--- config.mk ---
export PLATFORM = sky130hd
export DESIGN_NAME = cubic_julia_escape_time_unit
export DESIGN_NICKNAME = d
export VERILOG_FILES = /design/src/cjet_pkg.sv /design/src/cubic_julia_escape_time_unit.sv
export SDC_FILE = /design/constraint.sdc
export NUM_CORES = 2
export LEC_CHECK = 0
export BUFFER_PORTS_ARGS = -buffer_cell sky130_fd_sc_hd__buf_2
export CAP_MARGIN = 20
export CORE_MARGIN = 2
export CORE_UTILIZATION = 50
export DETAILED_ROUTE_END_ITERATION = 10
export MAX_ROUTING_LAYER = met4
export PLACE_DENSITY = 0.68
export SLEW_MARGIN = 20
export SYNTH_ARGS = -nofsm -noshare
export SYNTH_HDL_FRONTEND = slang
export SYNTH_SLANG_ARGS = --single-unit
--- constraint.sdc ---
create_clock -name clk -period 13.5 [get_ports clk]
set_input_delay 3.375 -clock clk [delete_from_list [all_inputs] [get_ports clk]]
set_output_delay 3.375 -clock clk [all_outputs]
set_load 0.03 [all_outputs]
--- src/cjet_pkg.sv ---
// shared types, constants and helpers for the cubic julia escape-time unit
// no dependencies
package cjet_pkg;

	localparam int QW = 32;
	localparam int FRAC = 24;
	localparam int CODE_W = 19;
	localparam int LIMIT_W = 16;
	localparam int ADDR_W = 4;
	localparam int EXT_W = 48;

	localparam logic [63:0] ESCAPE_BOUND = 64'd1000 << 48;
	localparam logic signed [EXT_W-1:0] Q_ONE = EXT_W'(1) <<< FRAC;

	localparam logic signed [QW-1:0] COEFF_A_RST = 32'sd31037850;
	localparam logic signed [QW-1:0] COEFF_B_RST = 32'sd0;
	localparam logic [LIMIT_W-1:0] LIMIT_RST = 16'd100;

	typedef enum logic [1:0] {
		REG_COEFF_A = 2'd0,
		REG_COEFF_B = 2'd1,
		REG_LIMIT   = 2'd2,
		REG_NONE    = 2'd3
	} reg_idx_t;

	typedef enum logic [11:0] {
		S_IDLE = 12'b0000_0000_0001,
		S_RR   = 12'b0000_0000_0010,
		S_II   = 12'b0000_0000_0100,
		S_CHK  = 12'b0000_0000_1000,
		S_SRE  = 12'b0000_0001_0000,
		S_DIM  = 12'b0000_0010_0000,
		S_PRE  = 12'b0000_0100_0000,
		S_TIM  = 12'b0000_1000_0000,
		S_PIM  = 12'b0001_0000_0000,
		S_TRE  = 12'b0010_0000_0000,
		S_FIN  = 12'b0100_0000_0000,
		S_OUT  = 12'b1000_0000_0000
	} state_t;

	// value fits the signed q8.24 range
	function automatic logic fits_q(input logic signed [EXT_W-1:0] v);
		logic [EXT_W-QW:0] top;
		top = v[EXT_W-1:QW-1];
		return (top == '0) || (top == '1);
	endfunction

	// floor a full q16.48 product down to q24.24 (arithmetic shift floors)
	function automatic logic signed [EXT_W-1:0] floor_q(input logic signed [63:0] prod);
		logic signed [63:0] sh;
		sh = prod >>> FRAC;
		return sh[EXT_W-1:0];
	endfunction

	// 3*n + low, n at most 65535
	function automatic logic signed [CODE_W-1:0] esc_code(input logic [LIMIT_W:0] n,
			input logic low);
		logic [CODE_W-1:0] c;
		c = {1'b0, n, 1'b0} + {2'b00, n} + {{(CODE_W-1){1'b0}}, low};
		return signed'(c);
	endfunction

endpackage

--- src/cubic_julia_escape_time_unit.sv ---
// cubic julia escape-time unit: iterates z <- z*P + b on one shared multiplier
// depends on cjet_pkg
//
// each iteration steps through the states S_RR to S_FIN in order; a bounded point or an escape
//   by the magnitude test goes to S_OUT before the result beat, an overflow ends its iteration early;
//   the 32x32 multiplier is shared by eight products of each iteration
// throughput: one point at a time, busy stays high from accept until the result beat
// the result beat is a one-cycle strobe; the receiver cannot stall it
// reset (arst_n low, asynchronous) returns to idle and restores the register defaults
module cubic_julia_escape_time_unit (
	input  logic                                 clk,
	input  logic                                 arst_n,
	input  logic                                 start,
	output logic                                 busy,
	input  logic signed [cjet_pkg::QW-1:0]       start_re,
	input  logic signed [cjet_pkg::QW-1:0]       start_im,
	output logic                                 done,
	output logic signed [cjet_pkg::CODE_W-1:0]   result_code,
	input  logic                                 psel,
	input  logic                                 penable,
	input  logic                                 pwrite,
	input  logic [cjet_pkg::ADDR_W-1:0]          paddr,
	input  logic [31:0]                          pwdata,
	output logic [31:0]                          prdata,
	output logic                                 pready
);
	import cjet_pkg::*;

	// configuration registers
	logic signed [QW-1:0]   coeff_a_q, coeff_b_q;
	logic [LIMIT_W-1:0]     limit_q;
	reg_idx_t               widx;
	logic                   wr_en;

	// sequencer and datapath registers
	state_t                 state_q;
	logic signed [QW-1:0]   re_q, im_q;         // current z
	logic [LIMIT_W-1:0]     n_q;                // iterations done
	logic signed [63:0]     prod_q;             // shared multiplier output register
	logic [63:0]            mag_q;              // re^2 held for the escape test
	logic signed [QW-1:0]   s_q, d_q, p_q, tmp2_q;
	logic signed [EXT_W-1:0] imim_q, pre_q, pim_q, nre_q;
	logic signed [CODE_W-1:0] code_q;
	logic                   done_q;

	// shared multiplier operands
	logic signed [QW-1:0]   mul_a, mul_b;

	// combinational step values
	logic [64:0]            mag;
	logic signed [EXT_W-1:0] re_x, a_x, b_x, s_x, d_x, tmp1_x, p_x;
	logic signed [EXT_W-1:0] tmp2_x, tmp3_x, nre_x, nim_x, pf;
	logic [LIMIT_W:0]       n_inc;
	logic                   nre_pos, re_pos;

	assign pready = 1'b1;
	assign wr_en  = psel && penable && pwrite;
	assign widx   = reg_idx_t'(paddr[3:2]);

	always_comb begin
		unique case (reg_idx_t'(paddr[3:2]))
			REG_COEFF_A: prdata = coeff_a_q;
			REG_COEFF_B: prdata = coeff_b_q;
			REG_LIMIT:   prdata = {16'd0, limit_q};
			default:     prdata = 32'd0;
		endcase
	end

	always_ff @(posedge clk or negedge arst_n) begin
		if (!arst_n) begin
			coeff_a_q <= COEFF_A_RST;
			coeff_b_q <= COEFF_B_RST;
			limit_q   <= LIMIT_RST;
		end else if (wr_en) begin
			unique case (widx)
				REG_COEFF_A: coeff_a_q <= signed'(pwdata);
				REG_COEFF_B: coeff_b_q <= signed'(pwdata);
				REG_LIMIT:   limit_q   <= pwdata[LIMIT_W-1:0];
				default:     ;
			endcase
		end
	end

	// operand select: each state launches one product, consumed in the next state
	always_comb begin
		unique case (state_q)
			S_RR:    begin mul_a = re_q;   mul_b = re_q; end
			S_II:    begin mul_a = im_q;   mul_b = im_q; end
			S_SRE:   begin mul_a = s_q;    mul_b = re_q; end
			S_DIM:   begin mul_a = d_q;    mul_b = im_q; end
			S_PRE:   begin mul_a = p_q;    mul_b = re_q; end
			S_TIM:   begin mul_a = tmp2_q; mul_b = im_q; end
			S_PIM:   begin mul_a = p_q;    mul_b = im_q; end
			S_TRE:   begin mul_a = tmp2_q; mul_b = re_q; end
			default: begin mul_a = re_q;   mul_b = im_q; end
		endcase
	end

	// step arithmetic, all in a 48-bit signed frame so range checks are exact
	always_comb begin
		re_x    = EXT_W'(re_q);
		a_x     = EXT_W'(coeff_a_q);
		b_x     = EXT_W'(coeff_b_q);
		pf      = floor_q(prod_q);
		mag     = {1'b0, mag_q} + {1'b0, prod_q[63:0]};
		s_x     = a_x - re_x;
		d_x     = a_x - (re_x <<< 1);
		tmp1_x  = pf + imim_q;
		p_x     = tmp1_x + Q_ONE;
		tmp2_x  = pf;
		tmp3_x  = pre_q - pf;
		nre_x   = tmp3_x + b_x;
		nim_x   = pim_q + pf;
		n_inc   = {1'b0, n_q} + 1'b1;
		nre_pos = !nre_q[EXT_W-1] && (nre_q != '0);
		re_pos  = !re_q[QW-1] && (re_q != '0);
	end

	always_ff @(posedge clk or negedge arst_n) begin
		if (!arst_n) begin
			state_q <= S_IDLE;
			done_q  <= 1'b0;
		end else begin
			done_q <= (state_q == S_OUT);
			unique case (state_q)
				S_IDLE: if (start) state_q <= S_RR;
				S_RR: begin
					// limit reached before the next escape test: bounded
					if (n_q >= limit_q) begin
						state_q <= S_OUT;
					end else begin
						state_q <= S_II;
					end
				end
				S_II:  state_q <= S_CHK;
				S_CHK: begin
					if (mag[64:0] >= {1'b0, ESCAPE_BOUND}) begin
						state_q <= S_OUT;
					end else if (!fits_q(s_x) || !fits_q(d_x)) begin
						state_q <= S_OUT;
					end else begin
						state_q <= S_SRE;
					end
				end
				S_SRE: state_q <= S_DIM;
				S_DIM: state_q <= (fits_q(tmp1_x) && fits_q(p_x)) ? S_PRE : S_OUT;
				S_PRE: state_q <= fits_q(tmp2_x) ? S_TIM : S_OUT;
				S_TIM: state_q <= S_PIM;
				S_PIM: state_q <= fits_q(tmp3_x) ? S_TRE : S_OUT;
				S_TRE: state_q <= S_FIN;
				S_FIN: state_q <= (fits_q(nre_q) && fits_q(nim_x)) ? S_RR : S_OUT;
				S_OUT: state_q <= S_IDLE;
				default: state_q <= S_IDLE;
			endcase
		end
	end

	// datapath registers, no reset needed
	always_ff @(posedge clk) begin
		prod_q <= mul_a * mul_b;
		unique case (state_q)
			S_IDLE: begin
				re_q <= start_re;
				im_q <= start_im;
				n_q  <= '0;
			end
			S_RR: code_q <= '1;
			S_II: mag_q  <= prod_q;
			S_CHK: begin
				imim_q <= pf;
				s_q    <= s_x[QW-1:0];
				d_q    <= d_x[QW-1:0];
				if (mag[64:0] >= {1'b0, ESCAPE_BOUND}) begin
					code_q <= esc_code({1'b0, n_q}, !re_pos);
				end else begin
					n_q    <= n_inc[LIMIT_W-1:0];
					code_q <= esc_code(n_inc, 1'b1);
				end
			end
			S_DIM: p_q    <= p_x[QW-1:0];
			S_PRE: tmp2_q <= tmp2_x[QW-1:0];
			S_TIM: pre_q  <= pf;
			S_PIM: nre_q  <= nre_x;
			S_TRE: pim_q  <= pf;
			S_FIN: begin
				// escape on the new point: sign of the new real part picks the low code
				code_q <= esc_code({1'b0, n_q}, !nre_pos);
				re_q   <= nre_q[QW-1:0];
				im_q   <= nim_x[QW-1:0];
			end
			default: ;
		endcase
	end

	assign busy        = (state_q != S_IDLE);
	assign done        = done_q;
	assign result_code = code_q;

	// accepted beat starts work
	a_start: assert property (@(posedge clk) disable iff (!arst_n)
		start && !busy |=> busy)
		else $error("accepted beat did not start the sequencer");

	// result beat only follows the output state and leaves the unit idle
	a_done_idle: assert property (@(posedge clk) disable iff (!arst_n)
		done |-> !busy && $past(state_q == S_OUT))
		else $error("result beat outside the output step");

	// strobe lasts exactly one cycle
	a_done_pulse: assert property (@(posedge clk) disable iff (!arst_n)
		done |=> !done)
		else $error("result strobe held longer than one cycle");

	// a bounded point always reports minus one
	a_bounded: assert property (@(posedge clk) disable iff (!arst_n)
		$past(state_q == S_RR) && state_q == S_OUT |=> result_code == '1)
		else $error("bounded point reported a count");

endmodule
==> implementation parameters <==
Parameter                              Value

Timing
  Final hold violation count    0
  Final setup violation count    0
  Rel. slew slack    21.80%
  Portion of the clock cycle consumed by the worst path in the final layout    89.99%
  Sum Neg Setup Slack    0 ns
  Max-slew violation count    0
  Min cycle time layout    12.15 ns
  Maximum operating frequency    approximately 82 MHz
  Worst clock skew on the final layout    0.03608 ns
  Worst Max-Slew Pin Slew    1.173 ns
  Unrepaired setup endpoints after global routing    no

Place
  Number of buffers added on ports    156
  Routability congestion estimate from global placement    roughly 1.1
  Detailed Place HPWL    between 150,000 and 200,000 um

Drt
  Total wire length after detailed routing    237,100 um
  Antenna-violating nets left    0
  DR iter-0 viols    5,654
  DRC errors left    0
  Total number of vias    58,500
  WL per Instance    around 24 um
  Detailed-router iteration count before antenna repair    9
  Via density per instance    5.902

CTS
  Clock sinks    about 600
  TritonCTS clock tree    done
  Number of buffers inserted for hold repair after clock tree synthesis    0
  CTS clk-pin slew, worst paths    0.06 ns
  Number of H-tree levels    3
  Post-CTS Setup Repair Bufs    0
  Root buffer cell    clkbuf_16
  Post-cts gate resize count    0
  Latest clock arrival within the worst-skew pair    0.68 ns
  TritonCTS Buffers    69
  Buffer depth of the longest clock path    3

Min path
  Number of cells traversed by the worst hold path    0
  Type of the tightest min-delay check    reg2reg

Synthesis
  Mapped cell area    0.07449 sq mm
  Flip-flop and latch count after synthesis    610
  Most frequent cells after synthesis    1,170 x inv_1, 1,090 x fa_1, 916 x nand2_1, 827 x nor2_1, 527 x ha_1
  Ranking of synthesized cells by area    fa_1 29%, edfxtp_1 18%, ha_1 8.9%
  Primary FF master, synth    edfxtp_1
  Proportion of synthesized chip area in sequential cells    between 20% and 30%
  Nets in the synthesized netlist    between 9,000 and 10,000
  Number of enable-type register cells in the synthesized netlist    roughly 450
  Synthesized area divided by synthesized cell count    between 9 and 10 sq um
  Fraction of synthesized cell area taken by the top area cell type    29.29%
  Synth Instances    7,807
  Async set-reset flop share out of synthesis    15.25%
  Cell with the most instances after synthesis    inv_1
  Count of cell types in the netlist    96
  Number of warnings printed during yosys synthesis    0
  Post-synthesis cell type with the largest combined area    fa_1

Global route
  M3 GR Usage    approximately 8%
  Global Route met1 Usage    between 40% and 50%
  Residual overflow from global routing    0
  GR Util met2    48.46%
  Number of antenna violations at the first check in global routing    11
  Combined global-route utilization of all metal layers    approximately 32%
  Global-route wire length before repair    360,400 um
  Via count of the first global-routing pass    58,590
  Most Crowded Layer GR    met2
  Pin count of the biggest net entering global routing    95

Critical path
  Peak fanout along the critical path    54
  Slowest stage delay, CP    0.91 ns
  R2r worst-path depth    33
  Class of the most critical setup path    reg2reg
  Most Frequent Cell on Critical Path    fa_1
  Data required time at the worst endpoint    14.11 ns
  Slowest cell on the critical path    mux2_2
  Capturing element type of the critical path    flip-flop
  Critical Path Start Type    flip-flop
  Arrival time reported for the critical path endpoint    12.76 ns

Job
  Number of violations of the max-capacitance limit    0

Final layout
  Post-synthesis to final-layout area growth    8.107%
  Net total in the final layout    9,642
  Share of layout cells above drive strength 1    under 10%
  Filler instances    13,330

Die
  Die Wd    390.0 um
  Top-level I/O count    160
  Initial cell density of the core    50.39%
  Standard-cell rows    around 140
  Vertical extent of the die    390.0 um
  Floorplan core area    0.1478 sq mm
  Die ar.    0.1521 sq mm

Outcome
  Status    finished clean
==> registers in the layout, indices dropped and copies added (netlist names), 40 cells and up <==
register,flops
imim_q,40
mag_q,64
nre_q,42
pim_q,40
pre_q,40
prod_q,64
==> through the flow <==
stage | setup WS, ns | util, % | hold slack (ns) | std cells | instance area [sq um]
6_report | 1.351 | 54.47 | 0.4400 | 9911 | 80530
5_1_grt | 0.8554 | 54.47 | 0.4557 | 9910 | 80530
4_1_cts | 1.538 | 54.45 | 0.4446 | 9905 | 80500
3_5_place_dp | 1.590 | 52.84 | 0.4269 | 9778 | 78120
3_3_place_gp | 1.638 | 52.82 | 0.4311 | 9776 | 78090
2_1_floorplan | 0.4594 | - | 0.4148 | 7807 | 74490
==> routing by layer <==
metal / wire [um] / part of all wire [%] / up-vias
met1: 98330 / 41 / 29480
met5: 0 / 0 / -
met2: 105800 / 45 / 2576
met3: 24590 / 10 / 477
met4: 8353 / 3.5 / 0
li1: - / - / 25970
==> final timing paths <==
check                           start            end  slack (ns)
setup / recovery           state_q[7]     prod_q[63]        1.35
hold / removal              prod_q[6]       mag_q[6]        0.44
setup reg to reg           state_q[7]     prod_q[63]        1.35
hold reg to reg             prod_q[6]       mag_q[6]        0.44
max in group asynchronous      arst_n     limit_q[3]        9.67
min in group asynchronous      arst_n  coeff_b_q[20]        2.70
==> logic make-up (layout without fill, tap and decap cells) <==
| family | Yosys count | count (layout) | share of synthesized area (%) |
|---|---|---|---|
| AO/OA/AOI/OAI | 1313 | 1313 | 11.46 |
| flip-flops | 610 | 610 | 23.13 |
| multiplexers | 175 | 175 | 2.523 |
| other | 1 | 7 | 0.005034 |
| buffers and inverters | 1439 | 1607 | 7.258 |
| XOR/XNOR | 325 | 325 | 3.831 |
| AND/OR/NAND/NOR | 2327 | 2327 | 13.64 |
| adder cells (fa/ha/maj) | 1617 | 1617 | 38.14 |
==> layout make-up <==
type	count	area, sq um	share of cell area, %
well taps	1930	2415	2.999
diodes	6	15.01	0.01864
flip-flops and latches	610	17230	21.40
clock buffers	101	2086	2.590
repair buffers	308	1957	2.430
inverters	1172	4402	5.466
multi-input cells	5758	52120	64.72
clock inverters	26	302.8	0.3760
==> layout by cell type (no fill, tap or decap), types with 52 or more instances in the layout <==
cell / netlist / routed
xor2_1: 99 / 99
nand3_1: 99 / 99
o21a_1: 60 / 60
a21oi_1: 389 / 385
nor2b_1: 54 / 53
fa_1: 1090 / 1090
clkbuf_16: 0 / 76
xnor2_1: 225 / 225
edfxtp_1: 453 / 453
ha_1: 527 / 527
nor2_1: 827 / 826
nand2_1: 916 / 915
o21ai_0: 253 / 251
a21o_1: 202 / 202
mux2_2: 98 / 98
buf_4: 1 / 149
nand2b_1: 65 / 65
buf_2: 1 / 155
nor3_1: 81 / 79
inv_1: 1170 / 1170
dfrtp_1: 75 / 75
mux2i_1: 73 / 55
dfxtp_1: 64 / 64
o21bai_1: 52 / 52
==> worst max-delay path: cells and delay by family (launching register included) <==
kind / cells / cell delay [ns]
adder cells (fa/ha/maj): 9 / 4.44
XOR/XNOR: 1 / 0.13
AO/OA/AOI/OAI: 8 / 3.03
buffers and inverters: 3 / 0.86
multiplexers: 1 / 0.91
flip-flops: 1 / 0.41
AND/OR/NAND/NOR: 11 / 2.12
Power is not shown: default switching activity piles up to over one toggle a cycle in this logic, so the estimate is an artifact.
